$ cat src/design/psc_pkg.sv
package psc_pkg;

  localparam int RATE_W = 16;
  localparam int COUNT_W = 8;
  localparam int Q_W = 32;
  localparam int SEED_W = 32;

  // count range is cut to this many bits before the saturation compare
  localparam int COUNT_BITS = 8;
  localparam logic [COUNT_W-1:0] COUNT_MASK =
    (COUNT_BITS >= COUNT_W) ? {COUNT_W{1'b1}} : COUNT_W'((1 << COUNT_BITS) - 1);

  localparam logic [Q_W-1:0] ONE_Q32 = 32'hFFFF_FFFF;
  localparam logic [Q_W-1:0] EXP_NEG_ONE_Q32 = 32'd1580030169;
  localparam logic [Q_W-1:0] LFSR_TAPS = 32'hD000_0001;
  localparam logic [COUNT_W-1:0] MAX_COUNT_RESET = 8'd255;
  localparam logic [SEED_W-1:0] SEED_RESET = 32'd1;

  // taylor series for exp(-x): first term loaded directly, later terms 2..last
  localparam int TERM_W = 4;
  localparam logic [TERM_W-1:0] TERM_FIRST = 4'd2;
  localparam logic [TERM_W-1:0] TERM_LAST = 4'd14;

  // powers of exp(-1); every power past the table truncates to zero
  localparam int INT_ENTRIES = 32;
  localparam int INT_IDX_W = $clog2(INT_ENTRIES);
  typedef logic [INT_ENTRIES-1:0][Q_W-1:0] int_table_t;

  function automatic int_table_t build_int_table();
    int_table_t tbl;
    logic [2*Q_W-1:0] prod;
    logic [Q_W-1:0] v;
    v = ONE_Q32;
    tbl[0] = v;
    for (int i = 1; i < INT_ENTRIES; i++) begin
      prod = {{Q_W{1'b0}}, v} * {{Q_W{1'b0}}, EXP_NEG_ONE_Q32};
      v = prod[2*Q_W-1:Q_W];
      tbl[i] = v;
    end
    return tbl;
  endfunction

  localparam int_table_t INT_TABLE = build_int_table();

  // floor(2^32 / n) for the series divisors
  function automatic logic [Q_W-1:0] recip(input logic [TERM_W-1:0] n);
    logic [Q_W-1:0] r;
    unique case (n)
      4'd2:    r = 32'd2147483648;
      4'd3:    r = 32'd1431655765;
      4'd4:    r = 32'd1073741824;
      4'd5:    r = 32'd858993459;
      4'd6:    r = 32'd715827882;
      4'd7:    r = 32'd613566756;
      4'd8:    r = 32'd536870912;
      4'd9:    r = 32'd477218588;
      4'd10:   r = 32'd429496729;
      4'd11:   r = 32'd390451572;
      4'd12:   r = 32'd357913941;
      4'd13:   r = 32'd330382099;
      4'd14:   r = 32'd306783378;
      default: r = 32'd0;
    endcase
    return r;
  endfunction

  function automatic logic [Q_W-1:0] lfsr_next(input logic [Q_W-1:0] w);
    logic [Q_W-1:0] s;
    s = w >> 1;
    if (w[0]) begin
      s = s ^ LFSR_TAPS;
    end
    return s;
  endfunction

  typedef enum logic [0:0] {
    CFG_RNG_SEED,
    CFG_MAX_COUNT
  } cfg_index_t;

  typedef enum logic [2:0] {
    ST_IDLE,
    ST_TERM_MUL,
    ST_TERM_DIV,
    ST_TERM_FIX,
    ST_THRESH,
    ST_SAMPLE,
    ST_CHECK
  } state_t;

  typedef enum logic [2:0] {
    MUL_NONE,
    MUL_TERM,
    MUL_DIV,
    MUL_THRESH,
    MUL_SAMPLE
  } mul_op_t;

  typedef struct packed {
    logic    load;
    mul_op_t op;
    logic    fix;
    logic    store;
  } cmd_t;

  typedef struct packed {
    logic series_end;
    logic hit;
    logic sat;
    logic out_free;
  } status_t;

endpackage

$ cat src/design/psc_rate_if.sv
interface psc_rate_if;
  logic valid;
  logic ready;
  logic [psc_pkg::RATE_W-1:0] rate;

  modport source (output valid, output rate, input ready);
  modport sink (input valid, input rate, output ready);
endinterface

$ cat src/design/psc_result_if.sv
interface psc_result_if;
  logic valid;
  logic ready;
  logic [psc_pkg::COUNT_W-1:0] count;
  logic clamped;

  modport source (output valid, output count, output clamped, input ready);
  modport sink (input valid, input count, input clamped, output ready);
endinterface

$ cat src/design/psc_ctrl.sv
module psc_ctrl (
  input  logic              clk,
  input  logic              rst,
  input  logic              in_valid,
  output logic              in_ready,
  input  psc_pkg::status_t  status,
  output psc_pkg::cmd_t     cmd
);

  psc_pkg::state_t state;
  psc_pkg::state_t state_next;
  logic done;

  assign done = status.hit || status.sat;

  always_ff @(posedge clk) begin
    if (rst) begin
      state <= psc_pkg::ST_IDLE;
    end else begin
      state <= state_next;
    end
  end

  always_comb begin
    state_next = state;
    unique case (state)
      psc_pkg::ST_IDLE: begin
        if (in_valid) state_next = psc_pkg::ST_TERM_MUL;
      end
      psc_pkg::ST_TERM_MUL: state_next = psc_pkg::ST_TERM_DIV;
      psc_pkg::ST_TERM_DIV: state_next = psc_pkg::ST_TERM_FIX;
      psc_pkg::ST_TERM_FIX: begin
        state_next = status.series_end ? psc_pkg::ST_THRESH : psc_pkg::ST_TERM_MUL;
      end
      psc_pkg::ST_THRESH: state_next = psc_pkg::ST_SAMPLE;
      psc_pkg::ST_SAMPLE: state_next = psc_pkg::ST_CHECK;
      psc_pkg::ST_CHECK: begin
        priority if (done && status.out_free) begin
          state_next = psc_pkg::ST_IDLE;
        end else if (!done) begin
          state_next = psc_pkg::ST_SAMPLE;
        end
      end
      default: state_next = psc_pkg::ST_IDLE;
    endcase
  end

  always_comb begin
    in_ready  = 1'b0;
    cmd.load  = 1'b0;
    cmd.op    = psc_pkg::MUL_NONE;
    cmd.fix   = 1'b0;
    cmd.store = 1'b0;
    unique case (state)
      psc_pkg::ST_IDLE: begin
        in_ready = 1'b1;
        cmd.load = in_valid;
      end
      psc_pkg::ST_TERM_MUL: cmd.op = psc_pkg::MUL_TERM;
      psc_pkg::ST_TERM_DIV: cmd.op = psc_pkg::MUL_DIV;
      psc_pkg::ST_TERM_FIX: cmd.fix = 1'b1;
      psc_pkg::ST_THRESH:   cmd.op = psc_pkg::MUL_THRESH;
      psc_pkg::ST_SAMPLE:   cmd.op = psc_pkg::MUL_SAMPLE;
      psc_pkg::ST_CHECK:    cmd.store = done && status.out_free;
      default: ;
    endcase
  end

endmodule

$ cat src/design/psc_datapath.sv
module psc_datapath #(
  parameter int RATE_FRAC_BITS = 12,
  parameter int UNIFORM_BITS = 32
) (
  input  logic                          clk,
  input  logic                          rst,
  input  logic [psc_pkg::RATE_W-1:0]    rate,
  input  logic                          cfg_we,
  input  psc_pkg::cfg_index_t           cfg_index,
  input  logic [psc_pkg::SEED_W-1:0]    cfg_data,
  input  psc_pkg::cmd_t                 cmd,
  output psc_pkg::status_t              status,
  output logic                          out_valid,
  input  logic                          out_ready,
  output logic [psc_pkg::COUNT_W-1:0]   count,
  output logic                          clamped
);

  localparam int QW = psc_pkg::Q_W;
  localparam int CW = psc_pkg::COUNT_W;
  localparam int TW = psc_pkg::TERM_W;

  // configuration
  logic [QW-1:0] lfsr;
  logic [CW-1:0] max_count;

  // series and sampling registers
  logic [QW-1:0] x;
  logic [QW-1:0] t;
  logic [QW:0]   sum;
  logic [TW-1:0] n;
  logic [QW-1:0] v;
  logic [QW-1:0] q;
  logic [QW-1:0] int_val;
  logic [QW-1:0] thresh;
  logic [QW-1:0] p;
  logic [CW-1:0] k;

  // combinational
  logic [psc_pkg::RATE_W:0] ipart;
  logic [psc_pkg::RATE_W+QW-1:0] rate_shift;
  logic [QW-1:0] x_in;
  logic [QW-1:0] int_in;
  logic [QW-1:0] lfsr_step;
  logic [QW-1:0] uni;
  logic [QW-1:0] frac;
  logic [QW-1:0] mul_a;
  logic [QW-1:0] mul_b;
  logic [2*QW-1:0] prod;
  logic [5:0] rem;
  logic [QW-1:0] t_fix;
  logic [QW:0] sum_fix;
  logic [CW-1:0] limit;

  // rate split: integer part picks a power of exp(-1), fraction feeds the series
  assign ipart      = (psc_pkg::RATE_W + 1)'(rate) >> RATE_FRAC_BITS;
  assign rate_shift = (psc_pkg::RATE_W + QW)'(rate) << (QW - RATE_FRAC_BITS);
  assign x_in       = rate_shift[QW-1:0];
  assign int_in     = (ipart < (psc_pkg::RATE_W + 1)'(psc_pkg::INT_ENTRIES))
                    ? psc_pkg::INT_TABLE[ipart[psc_pkg::INT_IDX_W-1:0]] : '0;

  assign lfsr_step = psc_pkg::lfsr_next(lfsr);
  assign uni       = lfsr_step >> (QW - UNIFORM_BITS);
  assign frac      = sum[QW] ? psc_pkg::ONE_Q32 : sum[QW-1:0];

  // the one shared multiplier
  always_comb begin
    unique case (cmd.op)
      psc_pkg::MUL_TERM:   begin mul_a = t;       mul_b = x; end
      psc_pkg::MUL_DIV:    begin mul_a = v;       mul_b = psc_pkg::recip(n); end
      psc_pkg::MUL_THRESH: begin mul_a = int_val; mul_b = frac; end
      psc_pkg::MUL_SAMPLE: begin mul_a = p;       mul_b = uni; end
      default:             begin mul_a = '0;      mul_b = '0; end
    endcase
  end

  assign prod = {{QW{1'b0}}, mul_a} * {{QW{1'b0}}, mul_b};

  // quotient estimate is low by at most one, remainder fits six bits
  assign rem     = v[5:0] - 6'(q[5:0] * n);
  assign t_fix   = q + QW'(rem >= 6'(n));
  assign sum_fix = n[0] ? (sum - {1'b0, t_fix}) : (sum + {1'b0, t_fix});

  assign limit = max_count & psc_pkg::COUNT_MASK;

  assign status.series_end = (t_fix == '0) || (n == psc_pkg::TERM_LAST);
  assign status.hit        = (p <= thresh);
  assign status.sat        = (k >= limit);
  assign status.out_free   = !out_valid || out_ready;

  always_ff @(posedge clk) begin
    if (rst) begin
      lfsr      <= psc_pkg::SEED_RESET;
      max_count <= psc_pkg::MAX_COUNT_RESET;
    end else begin
      priority if (cmd.op == psc_pkg::MUL_SAMPLE) begin
        lfsr <= lfsr_step;
      end else if (cfg_we) begin
        unique case (cfg_index)
          psc_pkg::CFG_RNG_SEED:  lfsr <= (cfg_data == '0) ? psc_pkg::SEED_RESET : cfg_data;
          psc_pkg::CFG_MAX_COUNT: max_count <= cfg_data[CW-1:0];
          default: ;
        endcase
      end
    end
  end

  always_ff @(posedge clk) begin
    if (cmd.load) begin
      x       <= x_in;
      t       <= x_in;
      sum     <= {1'b1, {QW{1'b0}}} - {1'b0, x_in};
      n       <= psc_pkg::TERM_FIRST;
      int_val <= int_in;
      p       <= psc_pkg::ONE_Q32;
      k       <= '0;
    end
    if (cmd.fix) begin
      t   <= t_fix;
      sum <= sum_fix;
      n   <= n + TW'(1);
    end
    unique case (cmd.op)
      psc_pkg::MUL_TERM:   v <= prod[2*QW-1:QW];
      psc_pkg::MUL_DIV:    q <= prod[2*QW-1:QW];
      psc_pkg::MUL_THRESH: thresh <= prod[2*QW-1:QW];
      psc_pkg::MUL_SAMPLE: begin
        p <= prod[UNIFORM_BITS +: QW];
        k <= k + CW'(1);
      end
      default: ;
    endcase
  end

  always_ff @(posedge clk) begin
    if (rst) begin
      out_valid <= 1'b0;
    end else if (cmd.store) begin
      out_valid <= 1'b1;
    end else if (out_ready) begin
      out_valid <= 1'b0;
    end
  end

  always_ff @(posedge clk) begin
    if (cmd.store) begin
      count   <= status.hit ? (k - CW'(1)) : limit;
      clamped <= !status.hit;
    end
  end

endmodule

$ cat src/design/poisson_count_sampler_unit.sv
// poisson count sampler: one beat in (rate lambda, unsigned q4.12) gives one
// beat out (a poisson count and a clamp flag) by knuth's product method.
// exp(-lambda) is the product of a power of exp(-1) from a small constant
// table and a taylor series for the fraction, evaluated in q0.32. a running
// product starting at 1.0 is multiplied by 32-bit galois lfsr uniforms until
// it drops to the threshold or the count reaches max_count. one item at a
// time; the work per item grows with the count and with the number of
// series terms worked (at most 13, fewer once a term truncates to zero).
// the shape comes from sharing one 32x32 multiplier: each series term takes
// a product, a reciprocal divide and a fix-up step, each sample step a
// multiply and a compare, and the threshold one more multiply. a finished
// result waits in the compare step while the output register is still full.
// the next rate beat is taken as soon as the result is in the output register.
// writing rng_seed loads the lfsr at once (zero loads 1); configure only
// while idle.
module poisson_count_sampler_unit #(
  parameter int RATE_FRAC_BITS = 12,
  parameter int UNIFORM_BITS = 32
) (
  input  logic                        clk,
  input  logic                        rst,
  psc_rate_if.sink                    rate_in,
  psc_result_if.source                result_out,
  input  logic                        cfg_we,
  input  psc_pkg::cfg_index_t         cfg_index,
  input  logic [psc_pkg::SEED_W-1:0]  cfg_data
);

  // command and status between sequencer and datapath
  psc_pkg::cmd_t    cmd;
  psc_pkg::status_t status;

  // sequencer: series terms, threshold, sample loop, result hand-off
  psc_ctrl u_ctrl (
    .clk      (clk),
    .rst      (rst),
    .in_valid (rate_in.valid),
    .in_ready (rate_in.ready),
    .status   (status),
    .cmd      (cmd)
  );

  // datapath: shared multiplier, lfsr, config registers, output register
  psc_datapath #(
    .RATE_FRAC_BITS (RATE_FRAC_BITS),
    .UNIFORM_BITS   (UNIFORM_BITS)
  ) u_datapath (
    .clk       (clk),
    .rst       (rst),
    .rate      (rate_in.rate),
    .cfg_we    (cfg_we),
    .cfg_index (cfg_index),
    .cfg_data  (cfg_data),
    .cmd       (cmd),
    .status    (status),
    .out_valid (result_out.valid),
    .out_ready (result_out.ready),
    .count     (result_out.count),
    .clamped   (result_out.clamped)
  );

endmodule

$ cat src/flat_wrapper.sv
// flat-port wrapper written by rule: the top's interface ports become plain ports
module poisson_count_sampler_unit_flat 
#(
  parameter int RATE_FRAC_BITS = 12,
  parameter int UNIFORM_BITS = 32
)
  (clk, rst, cfg_we, cfg_index, cfg_data, rate_in_valid, rate_in_rate, rate_in_ready, result_out_valid, result_out_count, result_out_clamped, result_out_ready);
  psc_rate_if rate_in_i ();
  psc_result_if result_out_i ();
  input  logic clk;
  input  logic rst;
  input  logic cfg_we;
  input  psc_pkg::cfg_index_t cfg_index;
  input  logic [psc_pkg::SEED_W-1:0] cfg_data;
  input wire logic [$bits(rate_in_i.valid)-1:0] rate_in_valid;
  input wire logic [$bits(rate_in_i.rate)-1:0] rate_in_rate;
  output wire logic [$bits(rate_in_i.ready)-1:0] rate_in_ready;
  output wire logic [$bits(result_out_i.valid)-1:0] result_out_valid;
  output wire logic [$bits(result_out_i.count)-1:0] result_out_count;
  output wire logic [$bits(result_out_i.clamped)-1:0] result_out_clamped;
  input wire logic [$bits(result_out_i.ready)-1:0] result_out_ready;
  assign rate_in_i.valid = rate_in_valid;
  assign rate_in_i.rate = rate_in_rate;
  assign rate_in_ready = rate_in_i.ready;
  assign result_out_valid = result_out_i.valid;
  assign result_out_count = result_out_i.count;
  assign result_out_clamped = result_out_i.clamped;
  assign result_out_i.ready = result_out_ready;
  poisson_count_sampler_unit #(.RATE_FRAC_BITS(RATE_FRAC_BITS), .UNIFORM_BITS(UNIFORM_BITS)) u_core (.clk(clk), .rst(rst), .rate_in(rate_in_i), .result_out(result_out_i), .cfg_we(cfg_we), .cfg_index(cfg_index), .cfg_data(cfg_data));
endmodule
$ cat config.mk
export PLATFORM = sky130hd
export DESIGN_NAME = poisson_count_sampler_unit_flat
export DESIGN_NICKNAME = d
export VERILOG_FILES = /design/src/design/psc_pkg.sv /design/src/design/psc_rate_if.sv /design/src/design/psc_result_if.sv /design/src/design/psc_ctrl.sv /design/src/design/psc_datapath.sv /design/src/design/poisson_count_sampler_unit.sv /design/src/flat_wrapper.sv
export SDC_FILE = /design/constraint.sdc
export NUM_CORES = 2
export LEC_CHECK = 0
export BUFFER_PORTS_ARGS = -buffer_cell sky130_fd_sc_hd__clkbuf_2
export CAP_MARGIN = 20
export CORE_MARGIN = 4
export CORE_UTILIZATION = 55
export DETAILED_ROUTE_END_ITERATION = 10
export PLACE_DENSITY = 0.75
export SLEW_MARGIN = 10
export SYNTH_ARGS = -nofsm -noshare
export SYNTH_HDL_FRONTEND = slang
export SYNTH_SLANG_ARGS = --single-unit
$ cat constraint.sdc
create_clock -name clk -period 10.2 [get_ports clk]
set_clock_uncertainty 0.05 [all_clocks]
set_input_delay 2.04 -clock clk [delete_from_list [all_inputs] [get_ports clk]]
set_output_delay 2.04 -clock clk [all_outputs]
set_load 0.1 [all_outputs]
==> flow_summary.toml <==
[status]
status = "finished, final reports clean"

[timing]
setup_viol = 0
fmax_ghz = 0.100
worst_pin_slew_ns = 1.19
worst_hold_slack_ns = 0.481
tns_ns = 0
fin_crit_ns = 9.99
layout_setup_ws_ns = 0.211
rsz0062_at_grt = "false"
finalHoldViolCount = 0
maxSlewHeadroom_pct = 20.5
drv_slew = 0
finalCritPeriodShare_pct = 97.9

[critical_path]
crit_arrival_ns = 10.38
endpoint_kind = "register"
startpoint_type = "register"
ff2ff_path_depth = 32
cpPeakStageDelay_ns = 0.93
critical_path_class = "register to register"
critPathSlowestCell = "a221oi_1"
crit_required_ns = 10.59
r2r_slack_ns = 0.21
cp_common_cell = "fa_1"
crit_fanout = 15
reg2reg_from = "u_core.u_ctrl.state[1]"
r2r_end = "u_core.u_datapath.p[24]"

[cells_and_area]
fillCellCount = 7717
layout-drive-gt1-share_pct = 7.55
area_delta_synth_final_pct = 7.68
final_util_pct = 59.6
layout.cells.non_filler = 6781
final_cell_area_mm2 = 0.0545
fin_nets = 6893

[power]
vdd_drop_max_mv = 0.163
finalPower_mw = 8.57
p_leak_nw = 25.1
power.density_mw_per_mm2 = 157

[clocking]
cts-root-buf = "clkbuf_16"
clk_pin_slew_ns = 0.07
ctsHoldBuffers = 0
cts_tree = "done"
clkLatencyLatePin_ns = 0.60
clockBufferDepth = 3
cts_buffers = 31
htree_levels = 1
clock-sinks = 321

[floorplanning]
die_y_um = 311
core.rowCount = 111
top_level_ports = 65
dieArea_mm2 = 0.0970
die_x_um = 311
start_util_pct = 55.3
core_area_mm2 = 0.0915

[global_routing]
antenna_found_initial = 11
grt_pass1_wl_um = 262000
grt_pass1_vias = 42300
grt_usage_pct = 35.9
grt_overflow = 0
grt_max_degree = 84

[route]
route.detailed.drc = 0
drt_first_pass_iters = 6
drtIter0Drc = 4588
wirelength_um = 174000
drtAntennaViolNets = 0
num_vias = 41500
wl_per_cell_um = 25.6
drt-vias-per-instance = 6.12

[yosys]
synth_common_cells = "inv_1, fa_1, nor2_1, nand2_1, ha_1"
synth_cell_types = 82
syn_inst = 5547
async_flop_share_pct = 0
netlist.area_leader.share_pct = 35.7
ys.flop_type = "edfxtp_1"
synthesis.area_mm2 = 0.0506
syn_avg_cell_area_um2 = 9.13
yosysWarnings = 0
yosysMostFrequentCell = "inv_1"
seq_area_frac_synth_pct = 17.8
synth_edf_count = 256
syn-num-nets = 6874
ys_ff_latch = 321
synth_top_area_cell = "fa_1"
synth.area.top_cells = "fa_1, edfxtp_1, ha_1"

[hold_path]
holdPathStages = 2
holdPathEnd = "u_core.u_datapath.lfsr[10]"
min_path_type = "register to register"
hp-start = "u_core.u_datapath.lfsr[11]"

[placement]
globalplace.congestion = 1.05
place_hpwl_um = 137000
port_buffers = 64
dpl-instance-area_mm2 = 0.0534
dp_cells = 6714
place_ws_ns = 0.0385

[run]
cap_violations = 0
-- sequential cells by signal, summed over array words and instances, names as in the netlist, named ones only --
signal,flops
u_core.u_datapath.t,32
u_core.u_datapath.count,8
u_core.u_datapath.n,4
u_core.u_datapath.x,12
u_core.u_datapath.out_valid,1
u_core.u_datapath.int_val,30
u_core.u_datapath.q,32
u_core.u_datapath.lfsr,32
u_core.u_datapath.v,32
u_core.u_ctrl.state,3
u_core.u_datapath.sum,33
u_core.u_datapath.thresh,32
u_core.u_datapath.p,32
u_core.u_datapath.clamped,1
u_core.u_datapath.k,8
u_core.u_datapath.limit,8
-- worst max path at each step --
stage                                 startpoint                           end  cells past startpoint
after floorplan           u_core.u_ctrl.state[2]       u_core.u_datapath.p[22]                     32
after global placement    u_core.u_ctrl.state[0]       u_core.u_datapath.p[24]                     31
after detailed placement  u_core.u_ctrl.state[2]       u_core.u_datapath.p[24]                     34
after CTS                 u_core.u_ctrl.state[2]  u_core.u_datapath.thresh[19]                     27
after global routing      u_core.u_ctrl.state[1]       u_core.u_datapath.p[26]                     28
final                     u_core.u_ctrl.state[1]       u_core.u_datapath.p[24]                     32
-- what timing repair did --
action,in CTS,in global routing
gates resized for setup,1,10
endpoints found under the setup margin,8,47
pin swaps,0,2
gates cloned,0,1
setup buffers,0,3
-- routing by layer --
metal | up-vias | share of wire [%] | global-route usage (%)
li1 | 17600 | - | -
met1 | 20700 | 37 | 48.2
met2 | 2702 | 43 | 53.9
met3 | 553 | 13 | 9.47
met4 | 12 | 6.7 | 18.6
met5 | - | 0.037 | 0
-- layout make-up --
type                    count  area (µm²)  share of cell area (%)
multi-input cells        3917       37100                    68.0
diodes                      4        10.0                  0.0184
repair buffers            282        2140                    3.92
clock inverters            22         244                   0.448
well taps                1186        1480                    2.72
inverters                1013        3800                    6.97
clock buffers              36         795                    1.46
flip-flops and latches    321        8990                    16.5
-- where the power goes --
| part | internal (mW) | switching (mW) | total, mW | leakage (nW) |
|---|---|---|---|---|
| registers | 1.73 | 0.197 | 1.93 | 2.87 |
| clock network | 0.667 | 0.542 | 1.21 | 0.500 |
| logic | 1.94 | 3.49 | 5.43 | 21.7 |
-- cells by family after synthesis --
group | synth area share (%)
buffers and inverters | 9.73
XOR/XNOR | 2.85
multiplexers | 0.996
AO/OA/AOI/OAI | 8.91
flip-flops | 17.8
AND/OR/NAND/NOR | 14.9
adder cells (fa/ha/maj) | 44.9
-- critical path, delay by kind of cell, from the launching register on --
family | cells | cell delay [ns]
buffers and inverters | 9 | 1.17
flip-flops | 1 | 0.49
AO/OA/AOI/OAI | 7 | 2.38
AND/OR/NAND/NOR | 7 | 1.31
adder cells (fa/ha/maj) | 8 | 4.01
XOR/XNOR | 1 | 0.41
-- cells in the final DEF (no fill, tap or decap), drive strengths merged, types with 28 or more instances in the layout --
| cell type | instances |
|---|---|
| a21o | 48 |
| a21oi | 162 |
| nand2 | 620 |
| buf | 218 |
| dfxtp | 65 |
| nand2b | 61 |
| nor2 | 748 |
| or3 | 30 |
| clkbuf | 100 |
| mux2i | 47 |
| xnor2 | 91 |
| a221o | 28 |
| and3 | 28 |
| a211oi | 42 |
| and2 | 38 |
| nand3 | 48 |
| nor3 | 53 |
| inv | 1015 |
| edfxtp | 256 |
| fa | 904 |
| ha | 369 |
| o21ai | 138 |
| nand4 | 46 |
| xor2 | 74 |
| a221oi | 30 |
No activity file was read; power rests on OpenSTA's default activity.
